<file path="config.mk">
export PLATFORM = sky130hd
export DESIGN_NAME = byte_stream_reassembler
export DESIGN_NICKNAME = d
export VERILOG_FILES = /design/src/hdl/bsr_pkg.sv /design/src/hdl/bsr_cell.sv /design/src/hdl/bsr_chain.sv /design/src/hdl/byte_stream_reassembler.sv
export SDC_FILE = /design/constraint.sdc
export NUM_CORES = 2
export LEC_CHECK = 0
export BUFFER_PORTS_ARGS = -buffer_cell sky130_fd_sc_hd__buf_2
export CORE_MARGIN = 2
export CORE_UTILIZATION = 46
export CTS_CLUSTER_DIAMETER = 60
export CTS_CLUSTER_SIZE = 12
export DETAILED_ROUTE_END_ITERATION = 16
export SETUP_SLACK_MARGIN = 0.05
export SYNTH_ARGS = -nofsm -noshare
export SYNTH_HDL_FRONTEND = slang
export SYNTH_SLANG_ARGS = --single-unit
export TNS_END_PERCENT = 1
</file>
<file path="constraint.sdc">
create_clock -name clk -period 5.5 [get_ports clk]
set_input_delay 1.1 -clock clk [delete_from_list [all_inputs] [get_ports clk]]
set_output_delay 1.1 -clock clk [all_outputs]
set_load 0.02 [all_outputs]
</file>
<file path="src/hdl/bsr_pkg.sv">
// Shared types, constants and helpers for the byte stream reassembler.
`timescale 1ns / 1ps
`default_nettype none

package bsr_pkg;

	// Reorder window depth in cells; counts are 7 bits wide to hold the full depth.
	localparam int CAP   = 64;
	localparam int IDX_W = $clog2(CAP);
	localparam int CNT_W = 7;
	localparam int POS_W = 33;

	// Contiguous-run scan looks at one group of cells per cycle.
	localparam int GRP   = 8;
	localparam int NGRP  = CAP / GRP;
	localparam int GRP_W = $clog2(NGRP);
	localparam int LO_W  = $clog2(GRP + 1);

	localparam logic [1:0] ACT_BYTE    = 2'd0;
	localparam logic [1:0] ACT_END     = 2'd1;
	localparam logic [1:0] ACT_CONSUME = 2'd2;
	localparam logic [1:0] ACT_IDLE    = 2'd3;

	localparam logic [CNT_W-1:0] CFG_RESET = 7'd64;

	typedef struct packed {
		logic [1:0]  action;
		logic [7:0]  data_byte;
		logic [31:0] stream_index;
		logic        is_eof;
		logic [6:0]  consume_count;
	} seg_beat_t;

	typedef struct packed {
		logic [7:0] out_byte;
		logic       byte_valid;
		logic       stream_ended;
		logic [6:0] unassembled_count;
		logic       last;
	} res_beat_t;

	typedef enum logic [2:0] {
		ST_IDLE,
		ST_PRUNE,
		ST_SCAN,
		ST_FIN,
		ST_EMIT
	} seq_state_t;

	typedef struct packed {
		logic shift;
		logic clr;
		logic wr;
	} cell_ctl_t;

	typedef struct packed {
		logic             shift;
		logic             clr;
		logic             wr;
		logic [IDX_W-1:0] sel;
		logic [7:0]       data;
	} chain_ctl_t;

	// Count of consecutive set bits starting at bit 0.
	function automatic logic [LO_W-1:0] lead_ones(input logic [GRP-1:0] v);
		logic [LO_W-1:0] c;
		logic            run;
		c   = '0;
		run = 1'b1;
		for (int i = 0; i < GRP; i++) begin
			run = run & v[i];
			c   = c + LO_W'(run);
		end
		return c;
	endfunction

endpackage

`default_nettype wire

</file>
<file path="src/hdl/bsr_cell.sv">
// One reorder window cell: a valid flag and a byte, shifting toward the window front.
`timescale 1ns / 1ps
`default_nettype none

module bsr_cell
	import bsr_pkg::*;
(
	input  wire logic       clk,
	input  wire logic       arst_n,
	input  wire cell_ctl_t  ctl,
	input  wire logic [7:0] wdata,
	input  wire logic       nbr_vld,
	input  wire logic [7:0] nbr_val,
	output logic            vld,
	output logic [7:0]      val
);

	logic       vld_q;
	logic [7:0] val_q;

	always_ff @(posedge clk or negedge arst_n) begin
		if (!arst_n) begin
			vld_q <= 1'b0;
		end else if (ctl.shift) begin
			vld_q <= nbr_vld;
		end else if (ctl.clr) begin
			vld_q <= 1'b0;
		end else if (ctl.wr) begin
			vld_q <= 1'b1;
		end
	end

	always_ff @(posedge clk) begin
		if (ctl.shift) begin
			val_q <= nbr_val;
		end else if (ctl.wr) begin
			val_q <= wdata;
		end
	end

	assign vld = vld_q;
	assign val = val_q;

endmodule

`default_nettype wire

</file>
<file path="src/hdl/bsr_chain.sv">
// Row of window cells with per-cell select decode; cell 0 is the next expected byte.
`timescale 1ns / 1ps
`default_nettype none

module bsr_chain
	import bsr_pkg::*;
(
	input  wire logic       clk,
	input  wire logic       arst_n,
	input  wire chain_ctl_t ctl,
	output logic [CAP-1:0]  vld,
	output logic [7:0]      head_val
);

	logic [7:0] val_w [CAP];

	for (genvar i = 0; i < CAP; i++) begin : g_cell
		cell_ctl_t  cctl;
		logic       nv;
		logic [7:0] nval;

		assign cctl.shift = ctl.shift;
		assign cctl.clr   = ctl.clr && (ctl.sel == IDX_W'(i));
		assign cctl.wr    = ctl.wr && (ctl.sel == IDX_W'(i));

		if (i == CAP - 1) begin : g_tail
			assign nv   = 1'b0;
			assign nval = 8'h00;
		end else begin : g_body
			assign nv   = vld[i+1];
			assign nval = val_w[i+1];
		end

		bsr_cell u_cell (
			.clk     (clk),
			.arst_n  (arst_n),
			.ctl     (cctl),
			.wdata   (ctl.data),
			.nbr_vld (nv),
			.nbr_val (nval),
			.vld     (vld[i]),
			.val     (val_w[i])
		);
	end

	assign head_val = val_w[0];

endmodule

`default_nettype wire

</file>
<file path="src/hdl/byte_stream_reassembler.sv">
// Byte stream reassembler top level: sequencer, window bookkeeping and result register.
//
//  channel  | direction | handshake            | payload
//  ---------+-----------+----------------------+------------------------------
//  seg      | in        | seg_valid / seg_stall| seg_data   (seg_beat_t)
//  res      | out       | res_valid / res_stall| res_data   (res_beat_t)
//  cfg      | in        | cfg_we               | cfg_wdata  (window capacity)
//
//  Each beat passes through accept, prune and insert, scan, finish and emit, in
//  that order. Prune drops the cells above a window that shrank (usually none);
//  scan runs for a byte beat only and walks the cell groups until the contiguous
//  run ends; emit delivers the N bytes of that run, or one empty result if N is 0.
//  The emit phase delivers one byte per cycle as the cell row shifts by one.
//  Reset clears the valid flags, counters and end tracking at once; no sweep.
//  A stalled result holds the emit phase; a new beat is taken once the last
//  result of the previous beat sits in the output register.
`timescale 1ns / 1ps
`default_nettype none

module byte_stream_reassembler
	import bsr_pkg::*;
(
	input  wire logic       clk,
	input  wire logic       arst_n,
	input  wire logic       seg_valid,
	output logic            seg_stall,
	input  wire seg_beat_t  seg_data,
	output logic            res_valid,
	input  wire logic       res_stall,
	output res_beat_t       res_data,
	input  wire logic       cfg_we,
	input  wire logic [6:0] cfg_wdata
);

	// Sequencer and window bookkeeping
	seq_state_t        state_q, state_d;
	logic [CNT_W-1:0]  cap_q;
	logic [POS_W-1:0]  ne_q;        // next expected stream position
	logic [CNT_W-1:0]  held_q;      // bytes in the window not yet delivered
	logic [CNT_W-1:0]  buf_q;       // bytes delivered but not yet consumed
	logic              end_seen_q;
	logic [POS_W-1:0]  end_pos_q;
	logic              ended_q;
	logic [CNT_W-1:0]  lim_q;       // no valid cell at or above this index
	logic [CNT_W-1:0]  wsize_q;     // window size sampled at accept
	logic [GRP_W-1:0]  grp_q;
	logic [CNT_W-1:0]  n_q;         // run length to deliver
	logic [CNT_W-1:0]  emit_q;      // bytes still to deliver

	// Latched beat
	logic [1:0]        act_q;
	logic [7:0]        dat_q;
	logic [31:0]       idx_q;
	logic              eof_q;
	logic [6:0]        cons_q;

	// Output register
	logic              res_valid_q;
	res_beat_t         res_q;

	// Cell row
	chain_ctl_t        cctl;
	logic [CAP-1:0]    vld;
	logic [7:0]        head_val;

	bsr_chain u_chain (
		.clk      (clk),
		.arst_n   (arst_n),
		.ctl      (cctl),
		.vld      (vld),
		.head_val (head_val)
	);

	// Window size: room left downstream under the effective capacity.
	logic [CNT_W-1:0] eff_cap;
	logic [CNT_W-1:0] wsize_now;

	assign eff_cap   = (cap_q > CNT_W'(CAP)) ? CNT_W'(CAP) : cap_q;
	assign wsize_now = (buf_q >= eff_cap) ? '0 : eff_cap - buf_q;

	// Prune: drop cells beyond a window that shrank, one per cycle from the top.
	logic             prune_go;
	logic [IDX_W-1:0] prune_sel;

	assign prune_go  = lim_q > wsize_q;
	assign prune_sel = IDX_W'(lim_q - CNT_W'(1));

	// Insert decision for a segment byte.
	logic [POS_W-1:0] pos_idx;
	logic [POS_W-1:0] end_pos_eof;
	logic [POS_W-1:0] rel;
	logic             in_win;
	logic             past_end;
	logic             ins_new;
	logic [IDX_W-1:0] slot;

	assign pos_idx     = {1'b0, idx_q};
	assign end_pos_eof = pos_idx + POS_W'(1);
	assign rel         = pos_idx - ne_q;
	assign in_win      = (pos_idx >= ne_q) && (rel < POS_W'(wsize_q));
	// An end byte never lies at or beyond its own end position.
	assign past_end    = !eof_q && end_seen_q && (pos_idx >= end_pos_q);
	assign slot        = rel[IDX_W-1:0];
	assign ins_new     = (act_q == ACT_BYTE) && !ended_q && !past_end && in_win && !vld[slot];

	// Run scan: one group of cells per cycle.
	logic [IDX_W-1:0] grp_base;
	logic [LO_W-1:0]  grp_lo;
	logic             scan_done;
	logic [CNT_W-1:0] n_scan;

	assign grp_base  = {grp_q, (IDX_W-GRP_W)'(0)};
	assign grp_lo    = lead_ones(vld[grp_base +: GRP]);
	assign scan_done = (grp_lo != LO_W'(GRP)) || (grp_q == GRP_W'(NGRP - 1));
	assign n_scan    = CNT_W'(grp_base) + CNT_W'(grp_lo);

	// Finish: close the stream once everything before the end is delivered.
	logic [POS_W-1:0] ne_fin;
	logic             ended_fin;

	assign ne_fin    = ne_q + POS_W'(n_q);
	assign ended_fin = ended_q || (end_seen_q && (ne_fin >= end_pos_q));

	// Emit: load the output register whenever it is free or being drained.
	logic      load_res;
	res_beat_t res_d;

	assign load_res = (state_q == ST_EMIT) && (!res_valid_q || !res_stall);

	always_comb begin
		res_d.out_byte          = (emit_q != '0) ? head_val : 8'h00;
		res_d.byte_valid        = emit_q != '0;
		res_d.stream_ended      = ended_q;
		res_d.unassembled_count = held_q;
		res_d.last              = emit_q <= CNT_W'(1);
	end

	// Next state and cell row control
	always_comb begin
		state_d    = state_q;
		seg_stall  = 1'b1;
		cctl       = '0;
		cctl.data  = dat_q;
		unique case (state_q)
			ST_IDLE: begin
				seg_stall = 1'b0;
				if (seg_valid) state_d = ST_PRUNE;
			end
			ST_PRUNE: begin
				if (prune_go) begin
					cctl.clr = 1'b1;
					cctl.sel = prune_sel;
				end else begin
					cctl.wr  = ins_new;
					cctl.sel = slot;
					state_d  = (act_q == ACT_BYTE) ? ST_SCAN : ST_FIN;
				end
			end
			ST_SCAN: begin
				if (scan_done) state_d = ST_FIN;
			end
			ST_FIN: begin
				state_d = ST_EMIT;
			end
			ST_EMIT: begin
				cctl.shift = load_res && (emit_q != '0);
				if (load_res && res_d.last) state_d = ST_IDLE;
			end
			default: begin
				state_d = ST_IDLE;
			end
		endcase
	end

	always_ff @(posedge clk or negedge arst_n) begin
		if (!arst_n) begin
			state_q <= ST_IDLE;
		end else begin
			state_q <= state_d;
		end
	end

	// Bookkeeping registers
	always_ff @(posedge clk or negedge arst_n) begin
		if (!arst_n) begin
			cap_q       <= CFG_RESET;
			ne_q        <= '0;
			held_q      <= '0;
			buf_q       <= '0;
			end_seen_q  <= 1'b0;
			end_pos_q   <= '0;
			ended_q     <= 1'b0;
			lim_q       <= '0;
			wsize_q     <= '0;
			grp_q       <= '0;
			n_q         <= '0;
			emit_q      <= '0;
			res_valid_q <= 1'b0;
		end else begin
			if (cfg_we) cap_q <= cfg_wdata;

			unique case (state_q)
				ST_IDLE: begin
					if (seg_valid) wsize_q <= wsize_now;
				end
				ST_PRUNE: begin
					if (prune_go) begin
						lim_q <= lim_q - CNT_W'(1);
						if (vld[prune_sel]) held_q <= held_q - CNT_W'(1);
					end else begin
						// Every valid cell now lies inside the sampled window.
						lim_q <= wsize_q;
						grp_q <= '0;
						n_q   <= '0;
						unique case (act_q)
							ACT_BYTE: begin
								if (eof_q) begin
									end_seen_q <= 1'b1;
									end_pos_q  <= end_pos_eof;
								end
								if (ins_new) held_q <= held_q + CNT_W'(1);
							end
							ACT_END: begin
								end_seen_q <= 1'b1;
								end_pos_q  <= pos_idx;
							end
							ACT_CONSUME: begin
								// Saturate at zero on over consumption.
								buf_q <= (CNT_W'(cons_q) >= buf_q) ? '0
									: buf_q - CNT_W'(cons_q);
							end
							ACT_IDLE: begin
							end
						endcase
					end
				end
				ST_SCAN: begin
					if (scan_done) begin
						n_q <= n_scan;
					end else begin
						grp_q <= grp_q + GRP_W'(1);
					end
				end
				ST_FIN: begin
					// Commit the delivery now; the row catches up during emit.
					ne_q    <= ne_fin;
					ended_q <= ended_fin;
					buf_q   <= buf_q + n_q;
					held_q  <= held_q - n_q;
					lim_q   <= lim_q - n_q;
					emit_q  <= n_q;
				end
				ST_EMIT: begin
					if (load_res && (emit_q != '0)) emit_q <= emit_q - CNT_W'(1);
				end
				default: begin
				end
			endcase

			if (load_res) begin
				res_valid_q <= 1'b1;
			end else if (!res_stall) begin
				res_valid_q <= 1'b0;
			end
		end
	end

	// Beat payload and result payload: no reset needed
	always_ff @(posedge clk) begin
		if ((state_q == ST_IDLE) && seg_valid) begin
			act_q  <= seg_data.action;
			dat_q  <= seg_data.data_byte;
			idx_q  <= seg_data.stream_index;
			eof_q  <= seg_data.is_eof;
			cons_q <= seg_data.consume_count;
		end
		if (load_res) res_q <= res_d;
	end

	assign res_valid = res_valid_q;
	assign res_data  = res_q;

	// Held bytes always fit below the occupancy bound.
	a_held_le_lim: assert property (@(posedge clk) disable iff (!arst_n)
		held_q <= lim_q)
		else $error("held count above occupancy bound");

	// A byte being delivered must sit valid at the window front.
	a_emit_head: assert property (@(posedge clk) disable iff (!arst_n)
		(state_q == ST_EMIT) && (emit_q != '0) |-> vld[0])
		else $error("delivering from an empty front cell");

	// The downstream buffer never exceeds the window depth.
	a_buf_cap: assert property (@(posedge clk) disable iff (!arst_n)
		buf_q <= CNT_W'(CAP))
		else $error("buffered count above capacity");

	// Loading the final result of a beat returns the sequencer to idle.
	a_last_idle: assert property (@(posedge clk) disable iff (!arst_n)
		load_res && res_d.last |=> state_q == ST_IDLE)
		else $error("sequencer not idle after final result");

	// A result without a byte is always the only, and final, one.
	a_idle_last: assert property (@(posedge clk) disable iff (!arst_n)
		res_valid && !res_data.byte_valid |-> res_data.last)
		else $error("empty result not marked last");

endmodule

`default_nettype wire

</file>
==> run summary <==
Status = finished clean
CTS max path bufs = 3
Vias per cell = 5.992
Number of placed cells counting well taps = 4441
Yosys cell types = 82
Post-synth top cells = edfxtp_1, a21o_1, nand2_1, clkbuf_1, dfrtp_1
Worst r2r path cells = 21
Core Footprint = 85010 um2
LEAKAGE = 0.01863 uW
Number of max-cap violations = 0
CP startpoint kind = flop
WHS Endpoint = res_data[1]
Initial DRC count = 2375
Yosys top cell area share = 43.62%
Mapped Area = 39380 um2
Crit Path Max Fanout = 11
Cell taking the most area after synthesis = edfxtp_1
Minimum clock period after layout = 5236 ps
WHS Path Cells = 0
Slew @ Worst Pin = 1283 ps
Sequential element share of the synthesized area = 55.97%
DR DRC count = 0
Ports = 82
Fraction of layout cells with a size suffix above 1 = 12.21%
CP max stage cell = or4_1
CP required = 5830 ps
Main synth FF type = edfxtp_1
Via count = 27523
Finished Cell Area = 43850 um2
CTS tree = built
Critical path origin = idx_q[0]
Syn Nets = 3579
Tcrit/Tclk final = 95.20%
CP endpoint kind = flop
Slew headroom = 13.88%
Count leader, synth = edfxtp_1
Hold Fails Final Rpt = 0
Synthesis-to-finish area growth = 11.35%
Die Wd = 296.6 um
Max-slew violation count = 0
Number of filler instances in the final layout = 7287
Peak VDD IR = 247.0 uV
HP Class = flop to flop
CP Cell Sequence = inv_1, ha_1, fa_2, nor2b_4, o2111ai_2, nand2_1, xor2_1, ha_1, a211oi_2, o211ai_1, a21oi_1, o221ai_1, or4_1, or4_1, nand4bb_4, nor3_4, nand4_1, buf_4, buf_12, o21ai_0, buf_4
Gr usage total = 24.08%
Max incr delay on CP = 540 ps
Layout Skew = 25.28 ps
Ys Warns = 0
Initial antenna violation count = 3
Die Area = 87970 um2
Vias in the first global route = 27885
Min-delay src = held_q[0]
Unrepaired setup endpoints after global routing = true
Setup WS post-layout = 263.9 ps
TritonCTS buffer count = 81
Port Buf Inserts = 81
Worst EP arrival = 5570 ps
Cell area power density = 549.4 nW/um2
Pre-antenna DRT Iters = 5
CTS Sinks = 768
Worst-path clk slew = 60 ps
Nets = 3617
Final wirelength = 105500 um
Dpl hpwl = 70680 um
Reg-to-Reg End = u_chain.g_cell[12].u_cell.val[5]
EDFF count, synth = 572
Critical path class = flop to flop
Pre-CTS WS = -3.971 ps
Clk_lat worst skew = 640 ps
Worst r2r src = idx_q[0]
Htree depth = 3
FMAX = 191.0 MHz
WL/cell = 22.97 um
Setup_tns = 0 ps
Total grt overflow = 0
#FFs+latches synth = 768
Starting Density = 46.32%
Die Height = 296.6 um
Mapped Avg Cell Area = 11.77 um2
First-pass GRT wire length = 163600 um
# setup viols final = 0
Post-route ant nets = 0
Synth top area cells = edfxtp_1, dfrtp_1, a21o_1
Post-Syn Instances = 3347
Largest net degree at the start of global routing = 137
Clock root cell = clkbuf_16
Asr flop ratio synth = 24.48%
Placer's final routability congestion estimate = 0.9465
Placement Cell Area = 41180 um2
FP Rows = 107
Core Util, Final = 51.58%
Finished Layout Cells = 4593
Reg2Reg Setup Slack = 260 ps
==> how the worst max path moves through the flow <==
stage,to,slack (ps),depth (start not counted)
floorplan,u_chain.g_cell[5].u_cell.val[0],130,19
CTS,u_chain.g_cell[9].u_cell.val[5],80,20
finish,u_chain.g_cell[12].u_cell.val[5],260,21
global placement,u_chain.g_cell[12].u_cell.val[0],70,20
global route,u_chain.g_cell[5].u_cell.val[5],30,21
detailed placement,u_chain.g_cell[9].u_cell.val[0],-4,20
==> routing by layer <==
metal  vias to the layer above  global-route usage, %  part of all wire (%)
met2                      1022                  39.43                    47
met5                         -                      0                 0.012
met3                       239                  4.461                   6.6
li1                      12508                      -                     -
met1                     13752                  32.22                    43
met4                         2                  8.352                   3.4
==> state kept, by name (all words and copies together), names as in the netlist, 8 cells and up <==
signal	count
dat_q	8
end_pos_q	33
idx_q	32
ne_q	33
res_data	18
u_chain.g_cell.u_cell.val	512
u_chain.g_cell.u_cell.vld	64
==> area by class of cell <==
class	count	area [um2]	area share (%)
clock inverters	24	320.3	0.7305
well taps	1144	1431	3.264
inverters	130	488.0	1.113
repair buffers	178	1272	2.902
clock buffers	122	2223	5.071
multi-input cells	2226	16070	36.64
diodes	1	2.502	0.005707
flip-flops and latches	768	22040	50.27
==> worst max-delay path, delay by kind of cell, from the launching register on <==
kind            cells  cell delay, ps
compound gates      6             920
xor+xnor            1             180
fa+ha+maj           3             880
buf+inv             4             660
flops               1             360
simple gates        7            1910
==> report_power, final <==
group          internal [uW]  switching (uW)  leakage, uW
Sequential              7860             927      0.00761
Clock                   3050            2270      0.00122
Combinational           3910            6060      0.00980
==> cells by family (layout without fill, tap and decap cells) <==
family,count (synthesis),count (layout),share of synthesized area [%]
adders and majority gates,170,170,5.592
other,0,1,0
AOI/OAI and AO/OA,1109,1109,19.36
xor gates and xnor gates,130,130,2.891
DFF,768,768,55.97
and+or+nand+nor,728,728,8.779
buffers and inverters,353,454,3.454
muxes,89,89,3.956
==> cells in the final DEF, fill, tap and decap left out, types with 24 or more instances in the layout <==
cell type	instances
clkbuf_16	84
dfrtp_1	186
nand3_1	80
xnor2_1	93
mux4_2	51
nand2_1	253
nor3_1	34
buf_4	87
buf_2	80
nand4_1	45
o21ai_0	156
a21oi_1	162
edfxtp_1	572
a21o_1	540
o211a_1	24
inv_1	126
xor2_1	37
o22ai_1	35
ha_1	160
clkbuf_1	39
o211ai_1	29
nor2_1	167
==> what timing repair did <==
action                                  CTS  global route
setup buffers                             0             4
endpoints found under the setup margin  216           531
hold buffers                              0             0
cloned                                    0             1
resized for setup                         2            19
pin swaps                                 1             4
==> per-stage QoR <==
step / hold WS (ps) / total power (uW)
finish: 460.8 / 24090
global route: 486.2 / 25430
CTS: 467.3 / 24080
detailed placement: 448.1 / 18660
global placement: 451.5 / 18430
floorplan: 424.9 / 15360
(Power assumes the default switching activity.)
